### src/rtl/lrc_pkg.sv
package lrc_pkg;

    localparam int COORD_BITS = 11;
    localparam int ERR_BITS = COORD_BITS + 2;
    localparam int QUEUE_DEPTH = 4;

    localparam logic REQ_START = 1'b0;
    localparam logic REQ_STEP = 1'b1;

    typedef struct packed {
        logic req_type;
        logic [COORD_BITS-1:0] start_x;
        logic [COORD_BITS-1:0] start_y;
        logic [COORD_BITS-1:0] end_x;
        logic [COORD_BITS-1:0] end_y;
    } t_in_beat;

    typedef struct packed {
        logic [COORD_BITS-1:0] pixel_x;
        logic [COORD_BITS-1:0] pixel_y;
        logic pixel_valid;
        logic last_pixel;
    } t_out_beat;

    // classified request as it travels from front to back
    typedef struct packed {
        logic is_step;
        logic [COORD_BITS-1:0] x;
        logic [COORD_BITS-1:0] y;
        logic dir_x_negative;
        logic dir_y_negative;
        logic x_is_major;
        logic signed [ERR_BITS-1:0] error_init;
        logic signed [ERR_BITS-1:0] diag_increment;
        logic signed [ERR_BITS-1:0] straight_increment;
        logic [COORD_BITS-1:0] steps;
    } t_cmd;

    function automatic logic [COORD_BITS-1:0] move_coord(
        input logic [COORD_BITS-1:0] c,
        input logic negative
    );
        return negative ? c - COORD_BITS'(1) : c + COORD_BITS'(1);
    endfunction

endpackage

### src/rtl/line_rasterizer_core.sv
// Bresenham line rasterizer, all octants. Every input beat gives exactly one
// output beat: a start request returns the start pixel (last_pixel set for a
// zero-length line), a step request returns the next pixel of the line, and a
// step with no active line returns a beat with pixel_valid low and zero fields.
// A start request drops any line in progress. While neither side stalls, the
// block takes one beat per clock and returns one per clock. The front end sets
// up deltas, directions and error terms in the cycle of acceptance and writes
// them into a QUEUE_DEPTH-entry queue; unless the output stalls, the back end
// steps one pixel per cycle from that queue into a single output register, so
// up to QUEUE_DEPTH + 1 requests can be in flight while the output side stalls
// before the input side stalls in turn.
module line_rasterizer_core
    import lrc_pkg::*;
#(
    parameter int QUEUE_DEPTH = lrc_pkg::QUEUE_DEPTH
) (
    input  logic      i_clk,
    input  logic      i_rst_n,
    input  logic      i_in_valid,
    output logic      o_in_stall,
    input  t_in_beat  i_in_data,
    output logic      o_out_valid,
    input  logic      i_out_stall,
    output t_out_beat o_out_data
);

    t_cmd front_cmd;
    t_cmd queue_cmd;
    logic queue_full;
    logic queue_valid;
    logic queue_pop;

    assign o_in_stall = queue_full;

    lrc_front u_front (
        .i_beat (i_in_data),
        .o_cmd  (front_cmd)
    );

    lrc_queue #(
        .DEPTH (QUEUE_DEPTH)
    ) u_queue (
        .i_clk       (i_clk),
        .i_rst_n     (i_rst_n),
        .i_push      (i_in_valid),
        .i_push_data (front_cmd),
        .o_full      (queue_full),
        .o_valid     (queue_valid),
        .o_data      (queue_cmd),
        .i_pop       (queue_pop)
    );

    lrc_back u_back (
        .i_clk       (i_clk),
        .i_rst_n     (i_rst_n),
        .i_cmd_valid (queue_valid),
        .i_cmd       (queue_cmd),
        .o_cmd_pop   (queue_pop),
        .o_out_valid (o_out_valid),
        .i_out_stall (i_out_stall),
        .o_out_data  (o_out_data)
    );

endmodule

### src/rtl/lrc_front.sv
module lrc_front
    import lrc_pkg::*;
(
    input  t_in_beat i_beat,
    output t_cmd     o_cmd
);

    logic                  dir_x_neg;
    logic                  dir_y_neg;
    logic [COORD_BITS-1:0] dx;
    logic [COORD_BITS-1:0] dy;
    logic                  x_major;
    logic [COORD_BITS-1:0] major;
    logic [COORD_BITS-1:0] minor;
    logic [ERR_BITS-1:0]   minor2;
    logic [ERR_BITS-1:0]   major1;
    logic [ERR_BITS-1:0]   major2;

    always_comb begin
        dir_x_neg = i_beat.end_x < i_beat.start_x;
        dir_y_neg = i_beat.end_y < i_beat.start_y;
        dx = dir_x_neg ? i_beat.start_x - i_beat.end_x : i_beat.end_x - i_beat.start_x;
        dy = dir_y_neg ? i_beat.start_y - i_beat.end_y : i_beat.end_y - i_beat.start_y;
        // ties go to y-major
        x_major = dx > dy;
        major = x_major ? dx : dy;
        minor = x_major ? dy : dx;
        minor2 = {1'b0, minor, 1'b0};
        major1 = {2'b00, major};
        major2 = {1'b0, major, 1'b0};

        o_cmd.is_step = (i_beat.req_type == REQ_STEP);
        o_cmd.x = i_beat.start_x;
        o_cmd.y = i_beat.start_y;
        o_cmd.dir_x_negative = dir_x_neg;
        o_cmd.dir_y_negative = dir_y_neg;
        o_cmd.x_is_major = x_major;
        o_cmd.error_init = $signed(minor2 - major1);
        o_cmd.diag_increment = $signed(minor2 - major2);
        o_cmd.straight_increment = $signed(minor2);
        o_cmd.steps = major;
    end

endmodule

### src/rtl/lrc_queue.sv
module lrc_queue
    import lrc_pkg::*;
#(
    parameter int DEPTH = QUEUE_DEPTH
) (
    input  logic i_clk,
    input  logic i_rst_n,
    input  logic i_push,
    input  t_cmd i_push_data,
    output logic o_full,
    output logic o_valid,
    output t_cmd o_data,
    input  logic i_pop
);

    localparam int PTR_BITS = (DEPTH > 1) ? $clog2(DEPTH) : 1;
    localparam int CNT_BITS = $clog2(DEPTH + 1);
    localparam logic [PTR_BITS-1:0] LAST_PTR = PTR_BITS'(DEPTH - 1);
    localparam logic [CNT_BITS-1:0] FULL_COUNT = CNT_BITS'(DEPTH);

    t_cmd r_mem [DEPTH];
    logic [PTR_BITS-1:0] r_wr_ptr;
    logic [PTR_BITS-1:0] r_rd_ptr;
    logic [CNT_BITS-1:0] r_count;
    logic [PTR_BITS-1:0] n_wr_ptr;
    logic [PTR_BITS-1:0] n_rd_ptr;
    logic [CNT_BITS-1:0] n_count;
    logic                do_push;
    logic                do_pop;

    assign o_full = (r_count == FULL_COUNT);
    assign o_valid = (r_count != '0);
    assign o_data = r_mem[r_rd_ptr];
    assign do_push = i_push && !o_full;
    assign do_pop = i_pop && o_valid;

    always_comb begin
        n_wr_ptr = r_wr_ptr;
        n_rd_ptr = r_rd_ptr;
        n_count = r_count;
        if (do_push) begin
            n_wr_ptr = (r_wr_ptr == LAST_PTR) ? '0 : r_wr_ptr + PTR_BITS'(1);
        end
        if (do_pop) begin
            n_rd_ptr = (r_rd_ptr == LAST_PTR) ? '0 : r_rd_ptr + PTR_BITS'(1);
        end
        if (do_push && !do_pop) begin
            n_count = r_count + CNT_BITS'(1);
        end else if (do_pop && !do_push) begin
            n_count = r_count - CNT_BITS'(1);
        end
    end

    always_ff @(posedge i_clk) begin
        if (!i_rst_n) begin
            r_wr_ptr <= '0;
            r_rd_ptr <= '0;
            r_count <= '0;
        end else begin
            r_wr_ptr <= n_wr_ptr;
            r_rd_ptr <= n_rd_ptr;
            r_count <= n_count;
        end
    end

    always_ff @(posedge i_clk) begin
        if (do_push) begin
            r_mem[r_wr_ptr] <= i_push_data;
        end
    end

endmodule

### src/rtl/lrc_back.sv
module lrc_back
    import lrc_pkg::*;
(
    input  logic      i_clk,
    input  logic      i_rst_n,
    input  logic      i_cmd_valid,
    input  t_cmd      i_cmd,
    output logic      o_cmd_pop,
    output logic      o_out_valid,
    input  logic      i_out_stall,
    output t_out_beat o_out_data
);

    logic [COORD_BITS-1:0]      r_cur_x, n_cur_x;
    logic [COORD_BITS-1:0]      r_cur_y, n_cur_y;
    logic signed [ERR_BITS-1:0] r_err, n_err;
    logic signed [ERR_BITS-1:0] r_diag, n_diag;
    logic signed [ERR_BITS-1:0] r_straight, n_straight;
    logic [COORD_BITS-1:0]      r_steps, n_steps;
    logic                       r_dxn, n_dxn;
    logic                       r_dyn, n_dyn;
    logic                       r_x_major, n_x_major;
    logic                       r_active, n_active;
    logic                       r_out_valid, n_out_valid;
    t_out_beat                  r_out, n_out;
    logic                       pop;
    logic                       diag_move;

    assign o_out_valid = r_out_valid;
    assign o_out_data = r_out;
    assign o_cmd_pop = pop;

    always_comb begin
        n_cur_x = r_cur_x;
        n_cur_y = r_cur_y;
        n_err = r_err;
        n_diag = r_diag;
        n_straight = r_straight;
        n_steps = r_steps;
        n_dxn = r_dxn;
        n_dyn = r_dyn;
        n_x_major = r_x_major;
        n_active = r_active;
        n_out_valid = r_out_valid && i_out_stall;
        n_out = r_out;
        diag_move = !r_err[ERR_BITS-1];
        // output register frees up this cycle or is already empty
        pop = i_cmd_valid && (!r_out_valid || !i_out_stall);

        if (pop) begin
            n_out_valid = 1'b1;
            n_out = '0;
            if (!i_cmd.is_step) begin
                n_cur_x = i_cmd.x;
                n_cur_y = i_cmd.y;
                n_err = i_cmd.error_init;
                n_diag = i_cmd.diag_increment;
                n_straight = i_cmd.straight_increment;
                n_steps = i_cmd.steps;
                n_dxn = i_cmd.dir_x_negative;
                n_dyn = i_cmd.dir_y_negative;
                n_x_major = i_cmd.x_is_major;
                n_active = (i_cmd.steps != '0);
                n_out.pixel_x = i_cmd.x;
                n_out.pixel_y = i_cmd.y;
                n_out.pixel_valid = 1'b1;
                n_out.last_pixel = (i_cmd.steps == '0);
            end else if (r_active) begin
                if (r_x_major) begin
                    n_cur_x = move_coord(r_cur_x, r_dxn);
                    if (diag_move) begin
                        n_cur_y = move_coord(r_cur_y, r_dyn);
                    end
                end else begin
                    n_cur_y = move_coord(r_cur_y, r_dyn);
                    if (diag_move) begin
                        n_cur_x = move_coord(r_cur_x, r_dxn);
                    end
                end
                n_err = r_err + (diag_move ? r_diag : r_straight);
                n_steps = r_steps - COORD_BITS'(1);
                n_active = (n_steps != '0);
                n_out.pixel_x = n_cur_x;
                n_out.pixel_y = n_cur_y;
                n_out.pixel_valid = 1'b1;
                n_out.last_pixel = !n_active;
            end
        end
    end

    always_ff @(posedge i_clk) begin
        if (!i_rst_n) begin
            r_active <= 1'b0;
            r_out_valid <= 1'b0;
        end else begin
            r_active <= n_active;
            r_out_valid <= n_out_valid;
        end
    end

    always_ff @(posedge i_clk) begin
        r_cur_x <= n_cur_x;
        r_cur_y <= n_cur_y;
        r_err <= n_err;
        r_diag <= n_diag;
        r_straight <= n_straight;
        r_steps <= n_steps;
        r_dxn <= n_dxn;
        r_dyn <= n_dyn;
        r_x_major <= n_x_major;
        r_out <= n_out;
    end

endmodule

### config.mk
export PLATFORM = sky130hd
export DESIGN_NAME = line_rasterizer_core
export DESIGN_NICKNAME = d
export VERILOG_FILES = /design/src/rtl/lrc_pkg.sv /design/src/rtl/line_rasterizer_core.sv /design/src/rtl/lrc_front.sv /design/src/rtl/lrc_queue.sv /design/src/rtl/lrc_back.sv
export SDC_FILE = /design/constraint.sdc
export NUM_CORES = 1
export LEC_CHECK = 0
export CORE_MARGIN = 3
export CORE_UTILIZATION = 58
export CTS_CLUSTER_DIAMETER = 100
export DETAILED_ROUTE_END_ITERATION = 8
export DONT_BUFFER_PORTS = 1
export PLACE_DENSITY = 0.77
export SETUP_SLACK_MARGIN = 0.3
export SLEW_MARGIN = 30
export SYNTH_ARGS = -nofsm -noshare
export SYNTH_HDL_FRONTEND = slang
export SYNTH_SLANG_ARGS = --single-unit
export TNS_END_PERCENT = 100
### constraint.sdc
create_clock -name i_clk -period 7.5 [get_ports i_clk]
set_input_delay 1.5 -clock i_clk [delete_from_list [all_inputs] [get_ports i_clk]]
set_output_delay 1.5 -clock i_clk [all_outputs]
set_load 0.02 [all_outputs]
# Yosys cells after proc, flatten, opt, wreduce, memory -nomap -nowiden

Memory sizes are Yosys's and may differ from the RTL's. A register that Yosys moved wholly into a read port is not among the register bits.
Cells that the tools add are included.

Multiplexer cells: 32
Equality and inequality tests: 4
Add/sub/neg operators: 16
Divide/modulo/power cells: 0
Multipliers: 0
Bitwise gates (word level): 1
Reduce and logical (&&, ||, !) cells: 20
Order comparisons: 3
Shifts and indexed selects: 0

Operators by type and width:

| cell                    | number |
|---|---|
| $mux W11                | 16 |
| $mux W24                | 2 |
| $sub A11 B11 Y11        | 4 |
| $mux W13                | 3 |
| $sub A11 B1 Y11 const B | 3 |
| $add A11 B1 Y11 const B | 2 |
| $lt A11 B11 Y1          | 2 |
| $reduce_bool A11 Y1     | 2 |
| $add A13 B13 Y13        | 1 |
| $sub A12 B11 Y13        | 1 |
| $sub A12 B12 Y13        | 1 |
| $gt A11 B11 Y1          | 1 |
| $logic_not A11 Y1       | 1 |
| $mux W2                 | 4 |
| $logic_and A1 B1 Y1     | 6 |
| $logic_not A1 Y1        | 6 |
| $mux W3                 | 2 |
| $mux W1                 | 5 |
| $add A2 B1 Y2 const B   | 2 |
| $eq A2 B2 Y1 const B    | 2 |
| $reduce_and A2 Y1       | 2 |
| $add A3 B1 Y3 const B   | 1 |
| $eq A3 B3 Y1 const B    | 1 |
| $reduce_bool A3 Y1      | 1 |
| other kinds (5)         | 5 |

Bits in writable memories: 296
Latch bits: 0
Memories kept: 1
Memory bits (read-only): 0
Bits in registers: 108
Output and inout port bits: 26
Word-level logic and storage cells: 95

Memories:

| name          | words | width | read ports | clocked after memory_dff | wr ports | RTL line        | source |
|---|---|---|---|---|---|---|---|
| u_queue.r_mem | 4     | 74    | 1          | 1                        | 1        | lrc_queue.sv:21 | `t_cmd r_mem [DEPTH];` |

# Depth between registers and ports, before layout

Gate-level depths: netlist (run 1).

Depth after elaboration: 7
Depth in mapped cells: 37

# Modules after synthesis

From an unflattened synthesis (run 1), not the netlist that was laid out.

Cell total of the unflattened synthesis: 1511
Area total of the unflattened synthesis: 21028.9 um2

Modules (own cells, without submodules):

| module    | area each (um2) | cells each | times used |
|---|---|---|---|
| lrc_queue | 11486.0         | 448        | 1 |
| lrc_back  | 5774.3          | 513        | 1 |
| lrc_front | 3768.6          | 550        | 1 |

# Worst setup path before layout (run 1)

Ideal clock, no wire load.

Path kind: input-to-reg
From: input i_in_data[0] in the netlist's numbering
To: memory u_queue.r_mem[0][47] in the netlist's numbering (data pin)
Required time: 7.283 ns
Setup time: 0.217 ns
Cell stages on the path: 34
Path slack: -0.363 ns
Arrival: 7.646 ns
Cells stage by stage: inv_1 > ha_1 > inv_1 > fa_1 > a21oi_2 > o21ai_1 > a2111oi_0 > o22ai_1 > o211ai_1 > nand2_1 > nand2_1 > nand3_1 > xor2_1 > inv_1 > ha_1 > nand4_1 > nor4_2 > a21o_2 > clkbuf_1 > clkbuf_1 > buf_1 > o21ai_0 > ha_1 > nor2b_1 > o21ai_0 > a21boi_1 > o21ai_0 > nand2b_1 > and2_1 > o21ai_0 > nand2b_1 > a21o_1 > a21o_1 > a211oi_1

RTL lines:

| element         | RTL line                   | source |
|---|---|---|
| start, declared | line_rasterizer_core.sv:21 | `input t_in_beat i_in_data,` |
| end, declared   | lrc_queue.sv:21            |  |

==> results of run 1 <==
[worst max path at each step]
stage | endpoint | slack [ps] | depth (start not counted)
finish | u_queue.r_mem[2][47] | 640 | 29
floorplan | u_queue.r_mem[0][47] | 310 | 35
global route | u_queue.r_mem[2][47] | 290 | 32
global placement | u_queue.r_mem[2][47] | 60 | 34
CTS | u_queue.r_mem[2][47] | 400 | 31
detailed placement | u_queue.r_mem[3][47] | -140 | 31
[synthesized netlist by cell type, types with 8 or more instances]
cell type / n / area, um2
fa_1: 9 / 180
buf_2: 9 / 45.0
and3_1: 9 / 56.3
nor2b_1: 19 / 119
o21a_1: 18 / 135
a21o_1: 21 / 158
a21oi_1: 78 / 390
nand2_1: 103 / 387
nor3_1: 21 / 105
a21boi_0: 10 / 75.1
nor2_1: 59 / 221
mux2_2: 13 / 146
mux2i_1: 18 / 180
inv_1: 102 / 383
o21ai_0: 72 / 360
clkbuf_1: 23 / 86.3
a211oi_1: 11 / 82.6
xor2_1: 24 / 210
o21bai_1: 16 / 120
mux4_2: 71 / 1600
buf_1: 10 / 37.5
nand2b_1: 12 / 75.1
o21ai_1: 8 / 40.0
dfxtp_1: 11 / 220
edfxtp_1: 383 / 11500
and2_1: 34 / 213
nand3_1: 12 / 60.1
a31oi_1: 9 / 56.3
xnor2_1: 39 / 342
ha_1: 101 / 1260
[layer usage]
layer / global-route usage (%) / vias to the layer above / wire length [um]
met1: 33.6 / 5826 / 18700
li1: - / 5458 / -
met3: 4.89 / 72 / 2800
met2: 38.1 / 358 / 20000
met5: 0 / - / 15
met4: 7.82 / 2 / 1410
[final cells by class]
type | count | area [um2] | area share (%)
Tap cell | 442 | 553 | 2.53
Timing Repair Buffer | 37 | 307 | 1.40
Clock buffer | 53 | 1110 | 5.10
Clock inverter | 21 | 108 | 0.493
Multi-Input combinational cell | 879 | 7610 | 34.9
Sequential cell | 394 | 11700 | 53.8
Inverter | 104 | 395 | 1.81
[critical path: cells and delay by family]
family	cells	cell delay, ps
compound gates	15	3140
fa+ha+maj	3	1030
simple gates	6	790
mux	1	290
buf+inv	3	230
xor+xnor	1	200
[sequential cells by signal, indices dropped and copies added (netlist names), 2 cells and up, named ones only]
name	cells
u_queue.r_wr_ptr	2
u_back.o_out_data	24
u_queue.r_mem	288
u_back.r_err	12
u_back.r_diag	12
u_queue.r_count	3
u_back.r_steps	11
u_back.r_straight	11
u_back.r_cur_y	11
u_back.r_cur_x	11
u_queue.r_rd_ptr	2
[logic make-up after synthesis]
group / synth area share, %
xor gates and xnor gates: 3.04
buffers and inverters: 2.99
and+or+nand+nor: 7.21
adders and majority gates: 7.31
DFF: 59.3
AOI/OAI and AO/OA: 10.3
muxes: 9.82
[metrics by stage]
| stage | total power (W) | std cells | worst slack, ps | area, um2 | setup TNS (ps) |
|---|---|---|---|---|---|
| 2_1_floorplan | 0.00716 | 1422 | 307 | 19800 | 0 |
| 3_3_place_gp | 0.00822 | 1851 | 58.4 | 20400 | 0 |
| 3_5_place_dp | 0.00839 | 1851 | -138 | 20400 | -863 |
| 4_1_cts | 0.0103 | 1925 | 398 | 21700 | 0 |
| 5_1_grt | 0.0110 | 1930 | 289 | 21800 | 0 |
| 6_report | 0.0103 | 1930 | 645 | 21800 | 0 |
[power breakdown]
group	internal [W]	switching, W
logic	0.00179	0.00265
registers	0.00363	0.000388
clock network	0.00105	0.000811
total	0.00647	0.00384
[timing repair]
| item | 4_1_cts | 5_1_grt |
|---|---|---|
| gates resized for setup | 0 | 23 |
| hold buffers | 0 | 0 |
| setup endpoints to repair | 0 | 20 |
| buffers inserted | 0 | 4 |
==> reports/metrics.cfg, run 1 <==
[synthesis]
synthFlopType=edfxtp_1
yosysSeqAreaShare_pct=59.3
ys_ff_latch=394
syn-num-nets=1581
syn_avg_cell_area_um2=13.9
syn_area_um2=19800
synth-async-reset-ratio_pct=0
synth_cell_types=83
synthCells=1422
yosysWarnings=0
synth-edff-count=383

[sta]
fmax_mhz=146
hold_viol=0
period_share_pct=91.4
relSlewSlack_pct=43.6
final-setup-viol-count=0
fin_crit_ps=6860
rsz0062_at_grt=no
tightest_slew_ps=846
worst_hold_slack_ps=510
skew_ps=28.7
final_max_slew_viol_count=0

[worst_setup_path]
worstSetupStartpoint=i_in_data[19]
required_ps=7840
crit_top_cell=a21o_1
end_kind=register
rr_endpoint=u_back.r_err[11]
worstSetupPathType=primary input to register
rrSetupSlack_ps=3580
cpMaxStageDelayCell=ha_1
critPathArrivalTime_ps=7200
r2r-start=u_back.r_err[12]
critPathMaxStageDelay_ps=400
critPathLaunchType=primary input
crit_fanout=8
ff2ff_path_depth=16

[placed_design]
dp_hpwl_um=28900
routabilityCongestion=0.916
port_buffers=0

[routing]
ant_nets=0
dr.pass1.iters=5
vias=11700
drt-total-wl_um=43000
drtIter0Drc=882
wl_per_cell_um=22.3
drt-vias-per-instance=6.07
drc=0

[die]
fp.dieW_um=191
die_h_um=191
start_util_pct=59.8
dieArea_um2=36300
rows=66
io_pins=75
coreArea_um2=33000

[clock_tree]
numCtsBuffers=41
cts.sinks=394
ctsLongestPathBuffers=3
cts-htree-levels=2
tritoncts=yes
clk_latency_ps=540
clk_pin_slew_ps=60
cts-root-buf=clkbuf_16

[hold_path]
worstHoldPathCells=2
hold_end=u_queue.r_count[2]
holdCritStartpoint=u_queue.r_count[2]
hold_class=register to register

[global_route]
grt-ovfl-total=0
antenna_found_initial=1
grt_max_degree=80
grt_pass1_wl_um=66300
grt_pass1_vias=11700
grt_usage_pct=23.9

[power]
p_per_area_nw_per_um2=473
p_leak_nw=7.90
irDropWorstVdd_uv=361

[final_layout]
final_common_cell=edfxtp_1
final_layout_size_suffix_gt1_share_pct=15.9
fill_cells=2327
areaGrowthSynthToFinish_pct=10.5
layout.nets=1616
post-route-util_pct=66.1
n_antenna_cell=0
final_cell_mix=edfxtp_1 (383), nand2_1 (103), inv_1 (101), ha_1 (100), a21oi_1 (73)

[outcome]
status=finished, final reports clean

[run]
maxCapViolCount=0

Note: power is estimated with default switching activity, not from simulation.
==> run 2: changes to the inputs <==
--- a/config.mk
+++ b/config.mk
@@ -6,11 +6,11 @@
 export NUM_CORES = 1
 export LEC_CHECK = 0
 export CORE_MARGIN = 3
-export CORE_UTILIZATION = 58
+export CORE_UTILIZATION = 50
 export CTS_CLUSTER_DIAMETER = 100
 export DETAILED_ROUTE_END_ITERATION = 8
 export DONT_BUFFER_PORTS = 1
-export PLACE_DENSITY = 0.77
+export PLACE_DENSITY = 0.69
 export SETUP_SLACK_MARGIN = 0.3
 export SLEW_MARGIN = 30
 export SYNTH_ARGS = -nofsm -noshare
==> reports/metrics.cfg, run 2 (synthesis gave the netlist of run 1 again) <==
[final_layout]
layout.nets=1610
top_register=u_queue.r_mem
areaGrowthSynthToFinish_pct=10.8
final_cell_mix=edfxtp_1 (383), nand2_1 (103), inv_1 (100), ha_1 (100), a21oi_1 (77)
final_common_cell=edfxtp_1
post-route-util_pct=56.4
multi_input_comb_area_um2=7540
n_antenna_cell=0
design_area_um2=21900
final_layout_size_suffix_gt1_share_pct=15.5
largest_reg_flops=288
fill_cells=3093
ff_latch_area_um2=11700

[global_route]
grt_usage_pct=20.7
grt_pass1_vias=11700
grt_pass1_wl_um=66500
antenna_found_initial=2
grt_max_degree=80
grt-ovfl-total=0

[sta]
fin_crit_ps=6880
relSlewSlack_pct=38.4
skew_ps=16.7
final_max_slew_viol_count=0
rsz0062_at_grt=no
tightest_slew_ps=924
final-setup-viol-count=0
fmax_mhz=145
hold_viol=0
period_share_pct=91.7

[worst_setup_path]
crit_fanout=10
cpMaxStageDelayCell=ha_1
critPathTopFamily=compound AO/OA/AOI/OAI gates
end_kind=register
timing.critical_path.buf_inv=4
worstSetupPathType=primary input to register
critPathLaunchType=primary input
critPathMaxStageDelay_ps=400
required_ps=7850
rrSetupSlack_ps=3560
critPathArrivalTime_ps=7230
crit_top_cell=ha_1

[power]
total_power_w=0.0104
irDropWorstVdd_uv=211
p_leak_nw=7.89
p_per_area_nw_per_um2=474

[clock_tree]
cts.sinks=394
clk_latency_ps=550
cts_hold_buf=0
cts-htree-levels=2
tritoncts=yes
cts-root-buf=clkbuf_16
ctsLongestPathBuffers=3
numCtsBuffers=41
clk_pin_slew_ps=60

[routing]
drc=0
wl_per_cell_um=21.2
dr.pass1.iters=5
drt-vias-per-instance=5.80
drt-total-wl_um=42300
ant_nets=0
drtIter0Drc=906
vias=11600

[placed_design]
dpl-instance-area_um2=20500
port_buffers=0
dp_hpwl_um=28600
routabilityCongestion=0.859

[die]
dieArea_um2=41900
coreArea_um2=38800
start_util_pct=50.9
die_h_um=205
fp.dieW_um=205
rows=72
io_pins=75

[outcome]
status=finished, final reports clean

[hold_path]
hold_class=register to register

[run]
maxCapViolCount=0

==> run 2: cell count changes in the layout (fill, tap and decap cells not counted), sizes merged <==
| cell | delta |
|---|---|
| inv | -3 |
| clkinvlp | +1 |
| a21o | -1 |
| buf | -5 |
| bufinv | +3 |
| clkinv | -4 |
| clkbuf | +3 |
==> run 2: power breakdown <==
part           total (W)  internal, W  switching [W]
logic            0.00435      0.00176        0.00259
clock network    0.00198      0.00118       0.000802
registers        0.00405      0.00363       0.000424
total             0.0104      0.00657        0.00381
==> run 2: per-layer routing <==
layer  global-route usage, %  share of wire, %  up-vias
met4                    6.17               2.7        4
li1                        -                 -     5426
met3                    5.09               6.8       71
met5                       0             0.047        -
met2                    32.6                46      327
met1                    28.9                44     5780
==> run 2: what timing repair did <==
item	CTS	global route
setup endpoints to repair	0	24
setup buffers	0	3
resized for setup	0	12
hold endpoints to repair	0	0
==> run 2: area by class of cell <==
cell class                 count  area share (%)
sequential                   394            53.6
multi-input combinational    878            34.5
clock buffer                  56            5.28
tap                          518            2.96
inverter                     104            1.81
timing repair buffer          32            1.11
clock inverter                18           0.760
==> run 2: metrics by stage <==
step	worst slack (ps)	hold slack [ps]	TNS, ps	std cells
CTS	514	510	0	1997
floorplan	307	467	0	1422
detailed placement	-42.6	497	-170	1923
finish	622	508	0	2000
global route	278	552	0	2000
global placement	167	474	0	1923
==> run 2: worst paths after layout <==
check                          start              endpoint  cells past startpoint
hold / removal    u_queue.r_count[2]    u_queue.r_count[2]                      2
setup reg to reg            register       u_back.r_err[7]                      6
setup / recovery       i_in_data[19]  u_queue.r_mem[1][47]                     29
hold reg to reg   u_queue.r_count[2]    u_queue.r_count[2]                      2
==> run 2: worst min-delay path, cell delays in order (launching register included) <==
cell and delay (ps):
dfxtp_1 320, o21ai_0 70, a21boi_0 70
